<file path="src/rtl/psas_pkg.sv">
// ----------------------------------------------------------------------------
// psas_pkg
// Types and codes shared by the acquisition sequencer and its checker.
// ----------------------------------------------------------------------------
`default_nettype none

package psas_pkg;

  localparam int TIME_W   = 32;
  localparam int SAMPLE_W = 40;
  localparam int CFG_W    = 32;
  localparam int CNT_W    = 32;
  localparam int CMP_W    = 64;

  typedef enum logic [2:0] {
    ST_OK      = 3'd0,
    ST_BADCFG  = 3'd1,
    ST_NOINIT  = 3'd2,
    ST_TIMEOUT = 3'd3,
    ST_DRVERR  = 3'd4
  } status_t;

  localparam logic       FUNC_BEGIN = 1'b0;
  localparam logic       FUNC_POLL  = 1'b1;

  localparam logic [1:0] DRV_OK     = 2'd0;
  localparam logic [1:0] DRV_BUSY   = 2'd1;

  localparam logic       REG_SAMPLE_INTERVAL = 1'b0;
  localparam logic       REG_MEAS_TIMEOUT    = 1'b1;

  localparam logic [CFG_W-1:0] SAMPLE_INTERVAL_RST = CFG_W'(1000);
  localparam logic [CFG_W-1:0] MEAS_TIMEOUT_RST    = CFG_W'(100);

  typedef struct packed {
    logic                func;
    logic [TIME_W-1:0]   now_ms;
    logic [1:0]          driver_status;
    logic [SAMPLE_W-1:0] sample_word;
  } psas_in_t;

  typedef struct packed {
    status_t             status;
    logic                trigger_issued;
    logic                sample_stored;
    logic                measuring_now;
    logic [SAMPLE_W-1:0] latest_sample;
    logic [CNT_W-1:0]    latest_sample_id;
    logic [TIME_W-1:0]   latest_sample_time;
    logic [CNT_W-1:0]    failure_count;
  } psas_out_t;

endpackage

`default_nettype wire

</file>
<file path="src/rtl/periodic_sensor_acquisition_sequencer.sv">
// ----------------------------------------------------------------------------
// Periodic sensor acquisition sequencer
// Begin/poll sequencing of periodic measurements with timeout and counters.
// ----------------------------------------------------------------------------
//  channel | direction | handshake             | payload
//  in      | input     | in_valid / in_ready   | in_data   (psas_in_t)
//  out     | output    | out_valid / out_ready | out_data  (psas_out_t)
//  cfg     | input     | cfg_valid / cfg_ready | cfg_index, cfg_data
//
//  One request per cycle; its result is in the output register in the cycle
//  after acceptance. The state update and result are one combinational pass
//  from the request and the state registers into the output register.
//  in_ready is low only while a result is held and out_ready is low.
//  Synchronous reset restores configuration defaults and clears state.
//  cfg_ready is always high.
// ----------------------------------------------------------------------------
`default_nettype none

module periodic_sensor_acquisition_sequencer
  import psas_pkg::*;
(
  input  wire logic             clk,
  input  wire logic             rst,
  input  wire logic             in_valid,
  output logic                  in_ready,
  input  wire psas_in_t         in_data,
  output logic                  out_valid,
  input  wire logic             out_ready,
  output psas_out_t             out_data,
  input  wire logic             cfg_valid,
  output logic                  cfg_ready,
  input  wire logic             cfg_index,
  input  wire logic [CFG_W-1:0] cfg_data
);

  logic [CFG_W-1:0]    sample_interval;
  logic [CFG_W-1:0]    meas_timeout;

  logic                armed, armed_next;
  logic                busy_measuring, busy_measuring_next;
  logic                first_pending, first_pending_next;
  logic [TIME_W-1:0]   cycle_start, cycle_start_next;
  logic [SAMPLE_W-1:0] held_sample, held_sample_next;
  logic [TIME_W-1:0]   held_sample_time, held_sample_time_next;
  logic [CNT_W-1:0]    sample_counter, sample_counter_next;
  logic [CNT_W-1:0]    fail_counter, fail_counter_next;

  logic                in_fire;
  logic [TIME_W-1:0]   since_start;
  logic                interval_due, timeout_due;
  logic [CNT_W-1:0]    sample_inc;
  status_t             status_next;
  logic                trig_next, stored_next;

  assign in_ready  = !out_valid || out_ready;
  assign in_fire   = in_valid && in_ready;
  assign cfg_ready = 1'b1;

  assign since_start  = in_data.now_ms - cycle_start;
  assign interval_due = CMP_W'(since_start) >= CMP_W'(sample_interval);
  assign timeout_due  = CMP_W'(since_start) >= CMP_W'(meas_timeout);
  // id zero is reserved for "no sample yet"
  assign sample_inc   = (sample_counter == '1) ? CNT_W'(1) : sample_counter + CNT_W'(1);

  always_comb begin
    armed_next            = armed;
    busy_measuring_next   = busy_measuring;
    first_pending_next    = first_pending;
    cycle_start_next      = cycle_start;
    held_sample_next      = held_sample;
    held_sample_time_next = held_sample_time;
    sample_counter_next   = sample_counter;
    fail_counter_next     = fail_counter;
    status_next           = ST_OK;
    trig_next             = 1'b0;
    stored_next           = 1'b0;

    if (in_data.func == FUNC_BEGIN) begin
      armed_next = 1'b0;
      if (sample_interval == '0 || meas_timeout == '0) begin
        status_next = ST_BADCFG;
      end else if (in_data.driver_status != DRV_OK) begin
        status_next = ST_DRVERR;
      end else begin
        busy_measuring_next = 1'b0;
        first_pending_next  = 1'b1;
        armed_next          = 1'b1;
      end
    end else if (!armed) begin
      status_next = ST_NOINIT;
    end else if (!busy_measuring) begin
      if (first_pending || interval_due) begin
        first_pending_next = 1'b0;
        cycle_start_next   = in_data.now_ms;
        trig_next          = 1'b1;
        if (in_data.driver_status != DRV_OK) begin
          fail_counter_next = fail_counter + CNT_W'(1);
          status_next       = ST_DRVERR;
        end else begin
          busy_measuring_next = 1'b1;
        end
      end
    end else if (in_data.driver_status == DRV_OK) begin
      busy_measuring_next   = 1'b0;
      held_sample_next      = in_data.sample_word;
      held_sample_time_next = in_data.now_ms;
      sample_counter_next   = sample_inc;
      stored_next           = 1'b1;
    end else if (in_data.driver_status == DRV_BUSY) begin
      if (timeout_due) begin
        busy_measuring_next = 1'b0;
        fail_counter_next   = fail_counter + CNT_W'(1);
        status_next         = ST_TIMEOUT;
      end
    end else begin
      busy_measuring_next = 1'b0;
      fail_counter_next   = fail_counter + CNT_W'(1);
      status_next         = ST_DRVERR;
    end
  end

  // configuration registers
  always_ff @(posedge clk) begin
    if (rst) begin
      sample_interval <= SAMPLE_INTERVAL_RST;
      meas_timeout    <= MEAS_TIMEOUT_RST;
    end else if (cfg_valid) begin
      unique case (cfg_index)
        REG_SAMPLE_INTERVAL: sample_interval <= cfg_data;
        REG_MEAS_TIMEOUT:    meas_timeout    <= cfg_data;
        default: ;
      endcase
    end
  end

  // sequencing state
  always_ff @(posedge clk) begin
    if (rst) begin
      armed            <= 1'b0;
      busy_measuring   <= 1'b0;
      first_pending    <= 1'b1;
      cycle_start      <= '0;
      held_sample      <= '0;
      held_sample_time <= '0;
      sample_counter   <= '0;
      fail_counter     <= '0;
    end else if (in_fire) begin
      armed            <= armed_next;
      busy_measuring   <= busy_measuring_next;
      first_pending    <= first_pending_next;
      cycle_start      <= cycle_start_next;
      held_sample      <= held_sample_next;
      held_sample_time <= held_sample_time_next;
      sample_counter   <= sample_counter_next;
      fail_counter     <= fail_counter_next;
    end
  end

  // result register
  always_ff @(posedge clk) begin
    if (rst) begin
      out_valid <= 1'b0;
    end else if (in_fire) begin
      out_valid <= 1'b1;
    end else if (out_ready) begin
      out_valid <= 1'b0;
    end
  end

  always_ff @(posedge clk) begin
    if (in_fire) begin
      out_data.status             <= status_next;
      out_data.trigger_issued     <= trig_next;
      out_data.sample_stored      <= stored_next;
      out_data.measuring_now      <= busy_measuring_next;
      out_data.latest_sample      <= held_sample_next;
      out_data.latest_sample_id   <= sample_counter_next;
      out_data.latest_sample_time <= held_sample_time_next;
      out_data.failure_count      <= fail_counter_next;
    end
  end

endmodule

`default_nettype wire

</file>
<file path="config.mk">
export PLATFORM = sky130hd
export DESIGN_NAME = periodic_sensor_acquisition_sequencer
export DESIGN_NICKNAME = d
export VERILOG_FILES = /design/src/rtl/psas_pkg.sv /design/src/rtl/periodic_sensor_acquisition_sequencer.sv
export SDC_FILE = /design/constraint.sdc
export NUM_CORES = 1
export LEC_CHECK = 0
export BUFFER_PORTS_ARGS = -buffer_cell sky130_fd_sc_hd__clkbuf_2
export CAP_MARGIN = 0
export CORE_ASPECT_RATIO = 1.75
export CORE_MARGIN = 2
export CORE_UTILIZATION = 50
export CTS_CLUSTER_SIZE = 30
export DETAILED_ROUTE_END_ITERATION = 10
export PLACE_DENSITY = 0.69
export SYNTH_ARGS = -nofsm -noshare
export SYNTH_HDL_FRONTEND = slang
export SYNTH_SLANG_ARGS = --single-unit
export TNS_END_PERCENT = 30
</file>
<file path="constraint.sdc">
create_clock -name clk -period 7.4 [get_ports clk]
set_input_delay 1.48 -clock clk [delete_from_list [all_inputs] [get_ports clk]]
set_output_delay 1.48 -clock clk [all_outputs]
set_load 0.1 [all_outputs]
</file>
==> impl_results.md <==
- CTS H-tree depth: 2
- Tot GR Track Use: 0.2477
- Num CTS Buffers: 36
- ANT cells: 0
- Slew Limit Fails: 0
- Vias in the first global route: 15460
- Ys flop type: dfxtp_1
- RSZ-0062 raised after global routing: no
- Largest net degree at the start of global routing: 149
- Post CTS Setup Buffer Count: 0
- Area share of the largest cell type after synthesis: 0.2501
- Crit. End Element: flop
- Worst EP arrival: 7.13 ns
- Crit path buf inv count: 3
- Post_cts resized: 0
- Die Wd: 150.9 µm
- Boundary pin count: 258
- CTS Hold Bufs: 0
- Min-delay src: meas_timeout[8]$_SDFFE_PP0P_
- TritonRoute pass-1 iters: 5
- Util after Layout: 0.5816
- Class of the worst hold path: reg2reg
- Hold Crit Depth: 2
- DRC viols: 0
- Post-synth top area cell: dfxtp_1
- Site Rows: 94
- EDFF count, synth: 142
- Most Frequent Cell on Critical Path: a211oi_1
- Worst vdd ir: 217.0 µV
- Syn Std Cell Area: 18890 µm²
- Final ANT Viol Nets: 0
- Clock root cell: clkbuf_16
- Initial core utilization: 0.5051
- Sequential share of the synthesized area: 0.4759
- Worst clock skew: 0.02365 ns
- Clk sink count: 378
- R2R cell count: 23
- Yosys Warn Count: 0
- CP startpoint kind: input pin
- Multi-input logic area: 9025 µm²
- Synth-to-layout area growth: 15.16%
- Routed length per instance: 17.18 µm
- Final hold vios: 0
- Fillers: 3368
- Aggregate global routing overflow: 0
- Required @ worst endpoint: 7.81 ns
- Final setup viols: 0
- TritonCTS clock tree: done
- Fmax: 0.1487 GHz
- Max clock buf depth: 3
- Tcrit/Tclk final: 0.9089
- Clock Latency Late Sink: 0.53 ns
- R2r setup slk: 1.39 ns
- Worst R2R Start: cycle_start[12]$_SDFFE_PP0P_
- Syn Inst Count: 2160
- Die height: 261.1 µm
- Initial DRC Count: 924
- Synth top area cells: dfxtp_1 (25%), edfxtp_1 (23%), nand2_1 (8.2%), ha_1 (6.4%), nor2_1 (5.6%)
- CP Max Fanout: 17
- Max-slew headroom: 0.1938
- Worst path cell trace: clkbuf_2 -> ha_1 -> a21oi_1 -> o211ai_1 -> a311o_1 -> nor3_1 -> a211oi_1 -> o41ai_1 -> nand2b_1 -> a21oi_1 -> xnor2_1 -> ha_1 -> a21o_1 -> a21o_1 -> a211oi_1 -> o2111ai_1 -> a211oi_1 -> or2_0 -> buf_4 -> nor3_2 -> buf_4 -> nand4_1 -> mux2_2
- Pwr Density: 236.0 nW/µm²
- First-pass GRT wire length: 77860 µm
- Status: finished clean
- Lkg Pwr: 9.314 nW
- Initial antenna violation count: 0
- Most frequent cell after synthesis: nand2_1
- Crit Reg-Reg Endpoint: fail_counter[8]$_SDFFE_PP0P_
- Worst hold endpoint: meas_timeout[8]$_SDFFE_PP0P_
- Crit path kind: in2reg
- Min Tclk post-route: 6.726 ns
- Flip-flop and latch area: 8989 µm²
- Synthesized area per cell: 8.745 µm²
- Via density: 5.499
- Die area: 39410 µm²
- Synthesized net count: 2371
- Gpl congestion: 0.9512
- Clk pin slew, worst setup/hold paths: 0.06 ns
- Tightest Pin Transition: 1.209 ns
- Top cells by count, synth: nand2_1 (414), nor2_1 (282), dfxtp_1 (236), edfxtp_1 (142), a21oi_1 (131)
- Fraction of registers with async set/reset: 0
- Total number of vias: 15790
- Max_cap viols: 0
- Library cells used by synthesis: 75
- Top cell family by delay on the critical path: compound AO/OA/AOI/OAI gates
- Core area: 37400 µm²
- Slowest cell delay on critical path: 0.61 ns
- Final wirelength: 49340 µm
- Final nets: 2577
- Post-DP HPWL: 35620 µm
- Total chip power: 5.135 mW
- Critical path's slowest cell: o41ai_1
- Port buffer count: 256
- Register bit count reported by yosys: 378
- Fraction of layout cells with a size suffix above 1: 0.1509
==> worst max-delay path by stage <==
stage                                         endpoint  slack, ns  depth (start not counted)         from
after global routing            out_data[14]$_DFFE_PP_       0.30                         26  in_data[42]
final                     fail_counter[8]$_SDFFE_PP0P_       0.67                         23  in_data[54]
after global placement          out_data[29]$_DFFE_PP_      -0.05                         26  in_data[42]
after CTS                       out_data[29]$_DFFE_PP_       0.39                         25  in_data[42]
after detailed placement        out_data[29]$_DFFE_PP_      -0.16                         25  in_data[42]
after floorplan                  out_data[0]$_DFFE_PP_       0.08                          4    out_ready
==> metal layers <==
metal | wire length (µm) | part of all wire | global-route usage
met1 | 18700 | 0.38 | 0.2760
met2 | 25620 | 0.52 | 0.4537
met3 | 2132 | 0.043 | 0.02770
met4 | 2898 | 0.059 | 0.1381
met5 | 0 | 0 | 0
==> registers in the layout, indices dropped and copies added (netlist names) <==
signal / cells
sample_interval: 32
meas_timeout: 32
out_valid: 1
first_pending: 1
held_sample_time: 32
armed: 1
fail_counter: 32
sample_counter: 32
busy_measuring: 1
held_sample: 40
cycle_start: 32
out_data: 142
==> final cells by class <==
class                   instances  share of cell area
inverters                     116             0.02036
well taps                     480             0.02761
flip-flops and latches        378              0.4132
multi-input cells            1555              0.4149
repair buffers                279             0.06827
clock buffers                  49             0.04653
clock inverters                15            0.009145
==> power by group <==
| group | total (mW) | switching, mW | leakage, nW | internal, mW |
|---|---|---|---|---|
| clock | 1.91 | 0.777 | 0.594 | 1.13 |
| sequential | 2.31 | 0.0517 | 3.35 | 2.26 |
| combinational | 0.910 | 0.688 | 5.37 | 0.222 |
| total | 5.13 | 1.52 | 9.31 | 3.62 |
==> metrics by stage <==
stage | cells | TNS (ns) | cell area (µm²) | setup WS, ns | hold WS (ns)
floorplan | 2160 | 0 | 18890 | 0.07797 | 0.4370
global placement | 2808 | -0.1004 | 20540 | -0.04814 | 0.4624
detailed placement | 2808 | -1.094 | 20540 | -0.1616 | 0.4672
CTS | 2872 | 0 | 21750 | 0.3859 | 0.4753
global route | 2872 | 0 | 21750 | 0.3016 | 0.5074
finish | 2872 | 0 | 21750 | 0.6738 | 0.4727
==> tightest hold or removal path, delay by kind of cell (launching register included) <==
family / cells / cell delay [ns]
AOI/OAI and AO/OA: 1 / 0.05
DFF: 1 / 0.32
and+or+nand+nor: 1 / 0.06
==> placed cells by master (no fill, tap or decap), types with 8 or more instances in the layout <==
cell         n
clkbuf_16   38
inv_1      114
o2bb2ai_1    9
and2_1      11
nand3_1     34
a21oi_1    131
xnor2_1     64
and3_1      27
dfxtp_1    236
clkbuf_1     9
nor3_1      88
nand2_1    413
a211oi_1     8
nor2b_1     14
xor2_1      39
clkbuf_2   255
nand4_1     38
o21ai_0     51
a211o_1      8
nand3b_1    15
nor2_1     282
nor4_1      28
ha_1        97
mux2i_1     34
buf_4       21
nand2b_1    16
edfxtp_1   142
or3_1       15
a21o_1      26
o21a_1      13
==> logic make-up after synthesis <==
| logic type | Yosys count | synth area share |
|---|---|---|
| AND/OR/NAND/NOR | 1017 | 0.2444 |
| flip-flops | 378 | 0.4759 |
| AO/OA/AOI/OAI | 296 | 0.09737 |
| buffers and inverters | 227 | 0.04749 |
| XOR/XNOR | 103 | 0.04776 |
| adder cells (fa/ha/maj) | 98 | 0.06531 |
| multiplexers | 40 | 0.02159 |
| other | 1 | 0.0001985 |
Power figures use the tool's default switching activity.
